[src/rtl/cubic_bezier_flattener_macros.svh]
// ----------------------------------------------------------------------------
// Assertion macros
// Shared assertion helpers for the cubic Bezier flattener.
// ----------------------------------------------------------------------------
`ifndef CUBIC_BEZIER_FLATTENER_MACROS_SVH
`define CUBIC_BEZIER_FLATTENER_MACROS_SVH

`ifndef SYNTHESIS
`define CBF_ASSERT_ALWAYS(lbl, clk, rst_n, expr) \
    lbl: assert property (@(posedge clk) disable iff (!rst_n) (expr)) \
        else $error("assertion failed");
`define CBF_ASSERT_IMPLY(lbl, clk, rst_n, ante, cons) \
    lbl: assert property (@(posedge clk) disable iff (!rst_n) (ante) |-> (cons)) \
        else $error("assertion failed");
`else
`define CBF_ASSERT_ALWAYS(lbl, clk, rst_n, expr)
`define CBF_ASSERT_IMPLY(lbl, clk, rst_n, ante, cons)
`endif

`endif

[src/rtl/cbf_pkg.sv]
`timescale 1ns / 1ps
// ----------------------------------------------------------------------------
// cbf_pkg
// Constants shared by the cubic Bezier flattener modules.
// ----------------------------------------------------------------------------
package cbf_pkg;
    localparam int CBF_MAX_DEPTH   = 6;
    localparam int CBF_COORD_WIDTH = 24;
    localparam int CBF_TOL_W       = 52;
    localparam logic [CBF_TOL_W-1:0] CBF_TOL_RESET = CBF_TOL_W'(65536);
    localparam int CBF_PDATA_W     = 64;
    localparam int CBF_PADDR_W     = 4;
    localparam int CBF_REG_STRIDE_LSB = 3;
    localparam logic [CBF_PADDR_W-CBF_REG_STRIDE_LSB-1:0] CBF_REG_FLAT_TOL = '0;
endpackage

[src/rtl/cbf_ifs.sv]
`timescale 1ns / 1ps
// ----------------------------------------------------------------------------
// cbf channel interfaces
// Curve input channel and segment output channel, valid/ready handshake.
// ----------------------------------------------------------------------------
interface cbf_curve_if #(parameter int COORD_WIDTH = cbf_pkg::CBF_COORD_WIDTH) ();
    logic                          valid;
    logic                          ready;
    logic signed [COORD_WIDTH-1:0] p0_x;
    logic signed [COORD_WIDTH-1:0] p0_y;
    logic signed [COORD_WIDTH-1:0] c1_x;
    logic signed [COORD_WIDTH-1:0] c1_y;
    logic signed [COORD_WIDTH-1:0] c2_x;
    logic signed [COORD_WIDTH-1:0] c2_y;
    logic signed [COORD_WIDTH-1:0] p3_x;
    logic signed [COORD_WIDTH-1:0] p3_y;

    modport source (output valid, p0_x, p0_y, c1_x, c1_y, c2_x, c2_y, p3_x, p3_y,
                    input ready);
    modport sink (input valid, p0_x, p0_y, c1_x, c1_y, c2_x, c2_y, p3_x, p3_y,
                  output ready);
endinterface


[src/rtl/cbf_front.sv]
`timescale 1ns / 1ps
// ----------------------------------------------------------------------------
// cbf_front
// Accepts curves and holds them in a two-entry queue for the engine.
// ----------------------------------------------------------------------------
module cbf_front #(
    parameter int COORD_WIDTH = cbf_pkg::CBF_COORD_WIDTH
) (
    input  logic        i_clk,
    input  logic        i_rst_n,
    cbf_curve_if.sink   i_curve,
    cbf_curve_if.source o_curve
);
    localparam int IW = 8 * COORD_WIDTH;

    logic [IW-1:0] r_mem [2];
    logic          r_wr;
    logic          r_rd;
    logic [1:0]    r_cnt;
    logic          w_push;
    logic          w_pop;
    logic [IW-1:0] w_din;
    logic [IW-1:0] w_dout;

    assign i_curve.ready = (r_cnt != 2'd2);
    assign o_curve.valid = (r_cnt != 2'd0);
    assign w_push = i_curve.valid && i_curve.ready;
    assign w_pop  = o_curve.valid && o_curve.ready;
    assign w_din  = {i_curve.p0_x, i_curve.p0_y, i_curve.c1_x, i_curve.c1_y,
                     i_curve.c2_x, i_curve.c2_y, i_curve.p3_x, i_curve.p3_y};
    assign w_dout = r_mem[r_rd];
    assign {o_curve.p0_x, o_curve.p0_y, o_curve.c1_x, o_curve.c1_y,
            o_curve.c2_x, o_curve.c2_y, o_curve.p3_x, o_curve.p3_y} = w_dout;

    always_ff @(posedge i_clk) begin
        if (w_push) begin
            r_mem[r_wr] <= w_din;
        end
        if (!i_rst_n) begin
            r_wr  <= 1'b0;
            r_rd  <= 1'b0;
            r_cnt <= 2'd0;
        end else begin
            if (w_push) begin
                r_wr <= ~r_wr;
            end
            if (w_pop) begin
                r_rd <= ~r_rd;
            end
            r_cnt <= r_cnt + 2'(w_push) - 2'(w_pop);
        end
    end
endmodule

[src/flat_wrapper.sv]
// flat-port wrapper written by rule: the top's interface ports become plain ports
module cbf_front_flat 
#(
    parameter int COORD_WIDTH = cbf_pkg::CBF_COORD_WIDTH
)
  (i_clk, i_rst_n, i_curve_valid, i_curve_p0_x, i_curve_p0_y, i_curve_c1_x, i_curve_c1_y, i_curve_c2_x, i_curve_c2_y, i_curve_p3_x, i_curve_p3_y, i_curve_ready, o_curve_valid, o_curve_p0_x, o_curve_p0_y, o_curve_c1_x, o_curve_c1_y, o_curve_c2_x, o_curve_c2_y, o_curve_p3_x, o_curve_p3_y, o_curve_ready);
  cbf_curve_if #(.COORD_WIDTH(COORD_WIDTH)) i_curve_i ();
  cbf_curve_if #(.COORD_WIDTH(COORD_WIDTH)) o_curve_i ();
  input  logic i_clk;
  input  logic i_rst_n;
  input wire logic [$bits(i_curve_i.valid)-1:0] i_curve_valid;
  input wire logic [$bits(i_curve_i.p0_x)-1:0] i_curve_p0_x;
  input wire logic [$bits(i_curve_i.p0_y)-1:0] i_curve_p0_y;
  input wire logic [$bits(i_curve_i.c1_x)-1:0] i_curve_c1_x;
  input wire logic [$bits(i_curve_i.c1_y)-1:0] i_curve_c1_y;
  input wire logic [$bits(i_curve_i.c2_x)-1:0] i_curve_c2_x;
  input wire logic [$bits(i_curve_i.c2_y)-1:0] i_curve_c2_y;
  input wire logic [$bits(i_curve_i.p3_x)-1:0] i_curve_p3_x;
  input wire logic [$bits(i_curve_i.p3_y)-1:0] i_curve_p3_y;
  output wire logic [$bits(i_curve_i.ready)-1:0] i_curve_ready;
  output wire logic [$bits(o_curve_i.valid)-1:0] o_curve_valid;
  output wire logic [$bits(o_curve_i.p0_x)-1:0] o_curve_p0_x;
  output wire logic [$bits(o_curve_i.p0_y)-1:0] o_curve_p0_y;
  output wire logic [$bits(o_curve_i.c1_x)-1:0] o_curve_c1_x;
  output wire logic [$bits(o_curve_i.c1_y)-1:0] o_curve_c1_y;
  output wire logic [$bits(o_curve_i.c2_x)-1:0] o_curve_c2_x;
  output wire logic [$bits(o_curve_i.c2_y)-1:0] o_curve_c2_y;
  output wire logic [$bits(o_curve_i.p3_x)-1:0] o_curve_p3_x;
  output wire logic [$bits(o_curve_i.p3_y)-1:0] o_curve_p3_y;
  input wire logic [$bits(o_curve_i.ready)-1:0] o_curve_ready;
  assign i_curve_i.valid = i_curve_valid;
  assign i_curve_i.p0_x = i_curve_p0_x;
  assign i_curve_i.p0_y = i_curve_p0_y;
  assign i_curve_i.c1_x = i_curve_c1_x;
  assign i_curve_i.c1_y = i_curve_c1_y;
  assign i_curve_i.c2_x = i_curve_c2_x;
  assign i_curve_i.c2_y = i_curve_c2_y;
  assign i_curve_i.p3_x = i_curve_p3_x;
  assign i_curve_i.p3_y = i_curve_p3_y;
  assign i_curve_ready = i_curve_i.ready;
  assign o_curve_valid = o_curve_i.valid;
  assign o_curve_p0_x = o_curve_i.p0_x;
  assign o_curve_p0_y = o_curve_i.p0_y;
  assign o_curve_c1_x = o_curve_i.c1_x;
  assign o_curve_c1_y = o_curve_i.c1_y;
  assign o_curve_c2_x = o_curve_i.c2_x;
  assign o_curve_c2_y = o_curve_i.c2_y;
  assign o_curve_p3_x = o_curve_i.p3_x;
  assign o_curve_p3_y = o_curve_i.p3_y;
  assign o_curve_i.ready = o_curve_ready;
  cbf_front #(.COORD_WIDTH(COORD_WIDTH)) u_core (.i_clk(i_clk), .i_rst_n(i_rst_n), .i_curve(i_curve_i), .o_curve(o_curve_i));
endmodule
[config.mk]
export PLATFORM = sky130hd
export DESIGN_NAME = cbf_front_flat
export DESIGN_NICKNAME = d
export VERILOG_FILES = /design/src/rtl/cubic_bezier_flattener_macros.svh /design/src/rtl/cbf_pkg.sv /design/src/rtl/cbf_ifs.sv /design/src/rtl/cbf_front.sv /design/src/flat_wrapper.sv
export SDC_FILE = /design/constraint.sdc
export NUM_CORES = 1
export LEC_CHECK = 0
export ABC_AREA = 1
export ABC_CLOCK_PERIOD_IN_PS = 13800
export BUFFER_PORTS_ARGS = -buffer_cell sky130_fd_sc_hd__buf_2
export CAP_MARGIN = 20
export CORE_MARGIN = 1
export CORE_UTILIZATION = 49
export CTS_CLUSTER_SIZE = 25
export DETAILED_ROUTE_END_ITERATION = 10
export HOLD_SLACK_MARGIN = 0.15
export PLACE_DENSITY = 0.73
export SLEW_MARGIN = 10
export SYNTH_ARGS = -nofsm -noshare
export SYNTH_HDL_FRONTEND = slang
export SYNTH_SLANG_ARGS = --single-unit
[constraint.sdc]
create_clock -name i_clk -period 13.8 [get_ports i_clk]
set_clock_uncertainty 0.2 [all_clocks]
set_input_delay 1.38 -clock i_clk [delete_from_list [all_inputs] [get_ports i_clk]]
set_output_delay 1.38 -clock i_clk [all_outputs]
set_load 0.02 [all_outputs]
==> impl_metrics.ini, run 1 <==
[outcome]
status = finished clean

[global_routing]
grt_pass1_vias = 7404
grt-ovfl-total = 0
grt_pass1_wl_mm = 39.7
antenna_found_initial = 7
grt_use_total = 0.180
grt_max_degree = 82

[synthesis]
async_flop_share = 0
synth.avg_cell_area_um2 = 22.3
synth_top_cell_area_share = 0.814
synth_edf_count = 384
ys_seq_area_frac = 0.821
yosys_warnings = 0
synth_seq_cells = 389
synth_common_cells = 384 x edfxtp_1, 192 x mux2_2, 20 x buf_6
yosys-top-cells-area = edfxtp_1 81%, mux2_2 15%, buf_6 1.6%, dfxtp_1 0.71%, inv_1 0.24%
synth_most_common_cell = edfxtp_1
synth_nets = 833
yosysTopAreaCell = edfxtp_1
syn_inst = 635
ys_types = 11
syn-cell-area_um2 = 14200
synth_ff_type = edfxtp_1

[floorplan]
die_x_um = 172
io_pins = 390
rows = 61
die_h_um = 172
core_area_um2 = 28100
initial_utilization = 0.505
dieArea_um2 = 29600

[sta]
timing.setup.tns_ns = 0
setup_viol = 0
hold_violations = 0
slew_viol_final = 0
rsz0062_at_grt = no
fin_crit_ns = 4.35
timing.slew.headroom = 0.266
fin_crit_sh = 0.315
worstMarginPinSlew_ns = 1.10
max_freq_mhz = 230

[worst_setup_path]
crit_required_ns = 12.22
worstPathArrival_ns = 2.77
cp-end-kind = output pin
crit_path_start_kind = register
r2r_cells = 6
crit_fanout = 78
critical_path_class = reg -> out

[routing]
via_per_inst = 5.00
drc = 0
drt-initial-drc-count = 346
vias = 7268
wire_per_inst_um = 19.1
ant_nets = 0
wl_mm = 27.8
first_pass_iters = 4

[pwr]
power.density_nw_per_um2 = 193
p_leak_uw = 0.00658
max-vdd-ir-drop_mv = 0.141
power_uw = 3410

[cts]
cts.sink_count = 389
root_buffer = clkbuf_16
ctsResizeCount = 0
ctsLongestPathBuffers = 3
ctsHoldBuffers = 0
h-tree-depth = 2
clkTransAtPathRegs_ns = 0.06
clock_latency_ns = 0.51
cts_tree = done
cts_buffers = 39
cts_setup_buffers = 0

[min_path]
holdPathStages = 2
hold_path_class = reg -> reg

[placement]
port_buffers = 389
globalplace.congestion = 0.751
place_hpwl_mm = 18.5

[layout]
layout.nets = 1249
drive_gt1_frac = 0.596
synthToLayoutAreaGrowth_pct = 24.4

[flow_run]
max-cap-violations = 0
power breakdown:
part	switching, uW	internal (uW)	total, uW
logic	538	321	860
registers	48.1	1510	1560
clock network	403	581	984
total	990	2420	3410
through the flow:
stage          hold WS (ns)  setup WS [ns]  cell area [um^2]   util  std cells
2_1_floorplan         0.267           3.44             14200      -        635
3_3_place_gp          0.283           9.59             16400  0.585       1388
3_5_place_dp          0.291           9.53             16400  0.585       1388
4_1_cts               0.320           9.40             17600  0.627       1452
5_1_grt               0.379           9.29             17600  0.627       1452
6_report              0.319           9.45             17600  0.627       1454
layout make-up:
cell class | count | area (um^2)
multi-input combinational | 216 | 2280
timing repair buffer | 396 | 2000
sequential | 389 | 11600
tap | 378 | 473
clock inverter | 14 | 119
fill | 2049 | 10500
inverter | 9 | 38.8
clock buffer | 50 | 1070
antenna | 2 | 5.00
kinds of logic after synthesis:
family / share of synthesized area
compound gates: 0.000706
simple gates: 0.00556
fa+ha+maj: 0.00177
mux: 0.153
flops: 0.821
buf+inv: 0.0186
metal layers:
metal | global-route usage | routed length (um) | vias up | part of all wire
li1 | - | - | 3352 | -
met1 | 0.189 | 10000 | 3511 | 0.36
met2 | 0.306 | 13500 | 338 | 0.49
met3 | 0.0932 | 3540 | 57 | 0.13
met4 | 0.0650 | 728 | 10 | 0.026
met5 | 0 | 58 | - | 0.0021
worst paths after layout:
path | startpoint | to | slack (ns)
worst max register to register | u_core.r_cnt[0] | u_core.r_mem[0][97] | 10.58
worst max-delay path | register | o_curve_c1_x[12] | 9.45
worst min register to register | u_core.r_rd | register | 0.32
worst min-delay path | u_core.r_rd | register | 0.32
state kept, by name (all words and copies together) (netlist names), named ones only:
| signal | count |
|---|---|
| u_core.r_cnt | 2 |
| u_core.r_mem | 384 |
| u_core.r_rd | 1 |
| u_core.r_wr | 1 |
worst max-delay path: stages, from the launching register on:
cell and delay (ns):
dfxtp_4 0.69, buf_4 0.86, mux2_2 0.43, buf_2 0.16
cells in the final DEF (no fill, tap or decap), types with 2 or more instances in the layout:
cell,count
edfxtp_1,384
clkbuf_16,41
nor2_1,7
ha_1,2
buf_2,389
mux2_2,192
nand2_1,9
buf_4,7
a21oi_1,2
clkinv_2,3
clkbuf_1,8
inv_1,8
dfxtp_1,4
diode_2,2
bufinv_16,2
clkinv_1,7
nand3_1,3
clkinv_4,2
Power figures use the tool's default switching activity.
==> run 2, diff against run 1 <==
--- a/config.mk
+++ b/config.mk
@@ -5,16 +5,16 @@
 export SDC_FILE = /design/constraint.sdc
 export NUM_CORES = 1
 export LEC_CHECK = 0
-export ABC_AREA = 1
-export ABC_CLOCK_PERIOD_IN_PS = 13800
+export ABC_AREA = 0
+export ABC_CLOCK_PERIOD_IN_PS = 3600
 export BUFFER_PORTS_ARGS = -buffer_cell sky130_fd_sc_hd__buf_2
 export CAP_MARGIN = 20
 export CORE_MARGIN = 1
-export CORE_UTILIZATION = 49
+export CORE_UTILIZATION = 47
 export CTS_CLUSTER_SIZE = 25
 export DETAILED_ROUTE_END_ITERATION = 10
 export HOLD_SLACK_MARGIN = 0.15
-export PLACE_DENSITY = 0.73
+export PLACE_DENSITY = 0.74
 export SLEW_MARGIN = 10
 export SYNTH_ARGS = -nofsm -noshare
 export SYNTH_HDL_FRONTEND = slang
==> constraint.sdc (replaced) <==
create_clock -name i_clk -period 3.6 [get_ports i_clk]
set_clock_uncertainty 0.2 [all_clocks]
set_input_delay 0.36 -clock i_clk [delete_from_list [all_inputs] [get_ports i_clk]]
set_output_delay 0.36 -clock i_clk [all_outputs]
set_load 0.02 [all_outputs]
==> run 2 against run 1 <==
- wire length is 10% higher
- non-clock buffer count increased by 200
- utilization rose by 3.8 points
- cell count grew 14%
- highest routed layer is now met4
==> impl_metrics.ini, run 2 <==
[outcome]
status = finished clean

[worst_setup_path]
crit_buf_inv = 2
crit_path_start_kind = register
critPathMaxStageDelay_ns = 0.74
crit_chain = buf_12, mux2_2, buf_2
worstReg2RegEnd = u_core.r_cnt[0]
slowest_stage = dfxtp_4
reg2reg_from = u_core.r_cnt[1]
r2r_cells = 6
cp-end-kind = output pin
crit_required_ns = 3.04
critical_path_class = reg -> out
cpLargestDelayFamily = flip-flops
reg2reg_slack_ns = 1.46
crit_fanout = 70
worstPathArrival_ns = 2.26

[pwr]
p_leak_uw = 0.00743
intPower_uw = 9600
swShare = 0.296
max-vdd-ir-drop_mv = 0.547
comb_power_share = 0.280
power_uw = 13600
power.density_nw_per_um2 = 691
power_switching_uw = 4040
p_clk_frac = 0.284
pwr-share-seq = 0.437

[sta]
setup_slack_ns = 0.778
hold_violations = 0
whs_ns = 0.322
max_freq_mhz = 354
rsz0062_at_grt = no
fin_crit_ns = 2.82
worstMarginPinSlew_ns = 0.599
timing.slew.headroom = 0.601
fin_crit_sh = 0.784
slew_viol_final = 0
setup_viol = 0

[routing]
wl_mm = 30.7
wire_per_inst_um = 18.6
via_per_inst = 4.91
ant_nets = 0
first_pass_iters = 4
drt-initial-drc-count = 408
drc = 0
vias = 8128

[synthesis]
synth_most_common_cell = edfxtp_1
synth_edf_count = 384
synth.avg_cell_area_um2 = 22.7
ys_seq_area_frac = 0.821
synth_top_family_by_area = multiplexers
ys_types = 20
synth_common_cells = 384 x edfxtp_1, 192 x mux2_2, 20 x buf_6
yosysTopAreaCell = edfxtp_1
syn_inst = 624
yosys_warnings = 0
synthAdderAreaFrac = 0.00177
synth_nets = 822
synth-compound-area-share = 0.000883
synth-xor-area-share = 0.00124
synth_seq_cells = 389
synth_ff_type = edfxtp_1
synthMuxAreaShare = 0.153
async_flop_share = 0
yosys-top-cells-area = edfxtp_1 81%, mux2_2 15%, buf_6 1.6%, dfxtp_1 0.71%, ha_1 0.18%
synth-simple-area-share = 0.00512
synth_top_cell_area_share = 0.814
syn-cell-area_um2 = 14200

[placement]
pre_cts_ws_ns = 1.31
place_hpwl_mm = 17.8
dp_cells = 1393
globalplace.congestion = 0.770
port_buffers = 389

[layout]
instances_no_fill = 1656
drive_gt1_frac = 0.513
largest_reg_flops = 384
largestRegisters = u_core.r_mem x384, u_core.r_cnt x2
insertedDiodeCount = 0
utilization = 0.666
largest_register = u_core.r_mem
final_cell_mix = 389 x buf_2, 384 x edfxtp_1, 196 x dlygate4sd3_1
layout.nets = 1438
final_common_cell = buf_2
synthToLayoutAreaGrowth_pct = 39.3
nFillCells = 1940

[global_routing]
antenna_found_initial = 0
grt_use_total = 0.194
grt_max_degree = 89
grt_pass1_vias = 8701
grt_pass1_wl_mm = 45.9
grt-ovfl-total = 0

[floorplan]
rows = 63
dieArea_um2 = 30800
core_area_um2 = 29600
die_h_um = 176
initial_utilization = 0.478
die_x_um = 176
io_pins = 390

[cts]
root_buffer = clkbuf_16
ctsLongestPathBuffers = 3
clkTransAtPathRegs_ns = 0.06
cts_buffers = 39
cts_tree = done
h-tree-depth = 2
clock_latency_ns = 0.51
cts.sink_count = 389
cts_setup_buffers = 0

[min_path]
min_from = u_core.r_rd
whs_endpoint = u_core.r_rd
holdPathStages = 2
hold_path_class = reg -> reg

[flow_run]
max-cap-violations = 0
==> run 2: cell types whose count changed after synthesis, moves of 2 or more <==
cell     change
a21oi_1      -2
nand3_1      -3
and2_1       +3
nand2_1      -8
inv_1        -6
nor2_1       -5
==> run 2: timing repair <==
item                       4_1_cts  5_1_grt
resized for setup                0        0
setup endpoints to repair        0        0
hold endpoints to repair       389        0
hold buffers                   196        0
==> run 2: power by group through the flow <==
stage | Clock, uW | Sequential, uW | Combinational [uW]
floorplan | 0 | 5980 | 2600
global placement | 0 | 6010 | 3580
detailed placement | 0 | 6040 | 3600
finish | 3870 | 5960 | 3810
global route | 4100 | 6010 | 4030
CTS | 3910 | 5950 | 3800
==> run 2: cell families (layout without fill, tap and decap cells) <==
kind of cell	Yosys count	count (layout)
DFF	389	389
AOI/OAI and AO/OA	2	2
buffers and inverters	24	666
xor gates and xnor gates	2	2
and+or+nand+nor	13	13
adders and majority gates	2	2
muxes	192	192
==> run 2: how the worst max path moves through the flow <==
| stage | startpoint | endpoint | slack (ns) | depth (start not counted) |
|---|---|---|---|---|
| 6_report | register | o_curve_c2_y[13] | 0.78 | 3 |
| 5_1_grt | register | o_curve_c2_y[12] | 0.67 | 3 |
| 4_1_cts | register | o_curve_c2_y[15] | 0.73 | 3 |
| 3_5_place_dp | register | o_curve_c2_y[15] | 1.31 | 3 |
| 3_3_place_gp | register | o_curve_c2_y[15] | 1.31 | 3 |
| 2_1_floorplan | u_core.r_cnt[0] | u_core.r_mem[0][0] | -0.55 | 3 |
==> run 2: metrics by stage <==
stage | area [um^2] | TNS, ns
after CTS | 19700 | 0
after global routing | 19700 | 0
after floorplan | 14200 | -104.77
after detailed placement | 16600 | 0
after global placement | 16600 | 0
final | 19700 | 0
==> run 2: final cells by class <==
class	count	area, um^2	share of cell area
clock buffer	50	1060	0.0537
multi-input combinational	211	2310	0.117
inverter	3	11.3	0.000571
clock inverter	17	158	0.00799
timing repair buffer	596	4070	0.206
tap	390	488	0.0247
sequential	389	11600	0.590
==> run 2: layer usage <==
metal | vias up | GRT usage | wire (um)
met3 | 75 | 0.0528 | 2290
met5 | - | 0 | 0
met1 | 3978 | 0.221 | 11500
met2 | 354 | 0.344 | 15900
met4 | 0 | 0.0768 | 1020
li1 | 3721 | - | -
==> run 2: worst register-to-register path, stage by stage (launching register included) <==
cell and delay [ns]:
dfxtp_1 0.36, o21a_1 0.22, ha_1 0.28, inv_1 0.04, ha_1 0.25, and2_1 0.14, dlygate4sd3_1 0.54
==> run 3, diff against run 2 <==
--- a/config.mk
+++ b/config.mk
@@ -6,7 +6,7 @@
 export NUM_CORES = 1
 export LEC_CHECK = 0
 export ABC_AREA = 0
-export ABC_CLOCK_PERIOD_IN_PS = 3600
+export ABC_CLOCK_PERIOD_IN_PS = 2300
 export BUFFER_PORTS_ARGS = -buffer_cell sky130_fd_sc_hd__buf_2
 export CAP_MARGIN = 20
 export CORE_MARGIN = 1
==> constraint.sdc (replaced) <==
create_clock -name i_clk -period 2.3 [get_ports i_clk]
set_clock_uncertainty 0.2 [all_clocks]
set_input_delay 0.23 -clock i_clk [delete_from_list [all_inputs] [get_ports i_clk]]
set_output_delay 0.23 -clock i_clk [all_outputs]
set_load 0.02 [all_outputs]
==> run 3 against run 2 <==
- combinational power grew 72%
- cell count is 1.4% higher
- critical path type unchanged
- total power up 58%
- first-iteration DRC count rose by 26%
- non-clock buffer count is 19 higher
- wire length grew 10%
- sequential power up 56%
- worst setup slack got worse by 0.70 ns
- highest routed layer unchanged
==> impl_metrics.ini, run 3 (same netlist as run 2, synthesis figures left out) <==
[outcome]
status = finished clean

[cts]
h-tree-depth = 2
cts_buffers = 39
clock_latency_ns = 0.51
clkTransAtPathRegs_ns = 0.05
cts_tree = done
ctsLongestPathBuffers = 3
root_buffer = clkbuf_16
cts.sink_count = 389

[worst_setup_path]
worstPathArrival_ns = 1.79
crit_path_start_kind = register
cp-end-kind = output pin
crit_buf_inv = 3
slowest_stage = mux2_2
critPathMaxStageDelay_ns = 0.39
crit_chain = buf_12, buf_8, mux2_2, buf_2
cpLargestDelayFamily = buffers and inverters
crit_fanout = 24
reg2reg_slack_ns = 0.41
critical_path_class = reg -> out
crit_required_ns = 1.87

[sta]
slew_viol_final = 0
rsz0062_at_grt = no
hold_violations = 0
fin_crit_ns = 2.22
setup_viol = 0
whs_ns = 0.241
fin_crit_sh = 0.967
timing.slew.headroom = 0.703
max_freq_mhz = 450
worstMarginPinSlew_ns = 0.445

[layout]
insertedDiodeCount = 0
final_cell_area_um2 = 20000
layout.nets = 1457
largest_register = u_core.r_mem
nFillCells = 1920
final_common_cell = buf_2
largestRegisters = u_core.r_mem x384, u_core.r_cnt x2
final_cell_mix = 389 x buf_2, 384 x edfxtp_1, 196 x dlygate4sd3_1
drive_gt1_frac = 0.517
largest_reg_flops = 384
synthToLayoutAreaGrowth_pct = 41.3

[global_routing]
use_met2 = 0.390
antenna_found_initial = 0
grt.busiest_layer = met2
grt_use_total = 0.213
grt-ovfl-total = 0
met1_usage = 0.235
grt_pass1_wl_mm = 49.6
grt_use_met3 = 0.0600
grt_pass1_vias = 9051
grt_max_degree = 78

[floorplan]
dieArea_um2 = 30800
die_x_um = 176
die_h_um = 176
rows = 63
io_pins = 390
initial_utilization = 0.478
core_area_um2 = 29600

[placement]
port_buffers = 389
globalplace.congestion = 0.836
place_area_um2 = 16800
place_hpwl_mm = 20.5

[pwr]
power_uw = 21600
power.density_nw_per_um2 = 1080
p_leak_uw = 0.00756
max-vdd-ir-drop_mv = 0.895

[routing]
first_pass_iters = 4
drc = 0
wire_per_inst_um = 20.1
drt-initial-drc-count = 513
wl_mm = 33.8
ant_nets = 0
via_per_inst = 4.98
vias = 8363

[min_path]
hold_path_class = in -> reg

[flow_run]
max-cap-violations = 0
run 3: cell count changes in the layout (fill, tap and decap cells not counted), sizes merged:
cell,change
buf,+18
bufinv,-3
clkbuf,+7
clkinv,+2
clkinvlp,-1
run 3: where the power goes:
group | total (uW) | switching [uW] | internal, uW
Clock | 5750 | 2480 | 3270
Sequential | 9270 | 292 | 8980
Combinational | 6550 | 3760 | 2790
Total | 21600 | 6530 | 15000
run 3: layout make-up:
class                           count  area (um^2)  area share
Sequential cell                   389        11600       0.581
Tap cell                          390          488      0.0244
Inverter                            3         11.3    0.000563
Multi-Input combinational cell    211         2320       0.116
Clock inverter                     15         68.8     0.00344
Timing Repair Buffer              615         4410       0.220
Clock buffer                       56         1080      0.0541
run 3: worst register-to-register path, delay by kind of cell, from the launching register on:
kind	cells	cell delay, ns
buffers and inverters	2	0.53
DFF	1	0.35
and+or+nand+nor	3	0.48
run 3: per-layer routing:
layer	vias to the layer above	part of all wire
met4	0	0.028
met2	381	0.53
met3	75	0.078
met5	-	0
li1	3769	-
met1	4138	0.37
run 3: worst paths after layout:
kind | endpoint | startpoint | cells after the start
hold / removal | u_core.r_mem[1][155] | i_curve_p0_y[11] | 2
setup reg to reg | u_core.r_mem[0][109] | u_core.r_cnt[0] | 5
setup / recovery | o_curve_c1_x[6] | register | 4
hold reg to reg | u_core.r_rd | u_core.r_rd | 2
run 3: per-stage QoR:
| stage | cells | TNS (ns) | setup WS, ns | utilization |
|---|---|---|---|---|
| 2_1_floorplan | 624 | -587.11 | -1.85 | - |
| 3_3_place_gp | 1406 | 0 | 0.485 | 0.566 |
| 3_5_place_dp | 1406 | 0 | 0.434 | 0.566 |
| 4_1_cts | 1679 | -0.0891 | -0.0171 | 0.675 |
| 5_1_grt | 1679 | 0 | 0.0149 | 0.675 |
| 6_report | 1679 | 0 | 0.0770 | 0.675 |
run 3: what timing repair did:
action	4_1_cts	5_1_grt
hold endpoints to repair	389	0
hold buffers	196	0
gates cloned	1	1
gates resized for setup	6	1
endpoints found under the setup margin	155	67
setup buffers	5	0
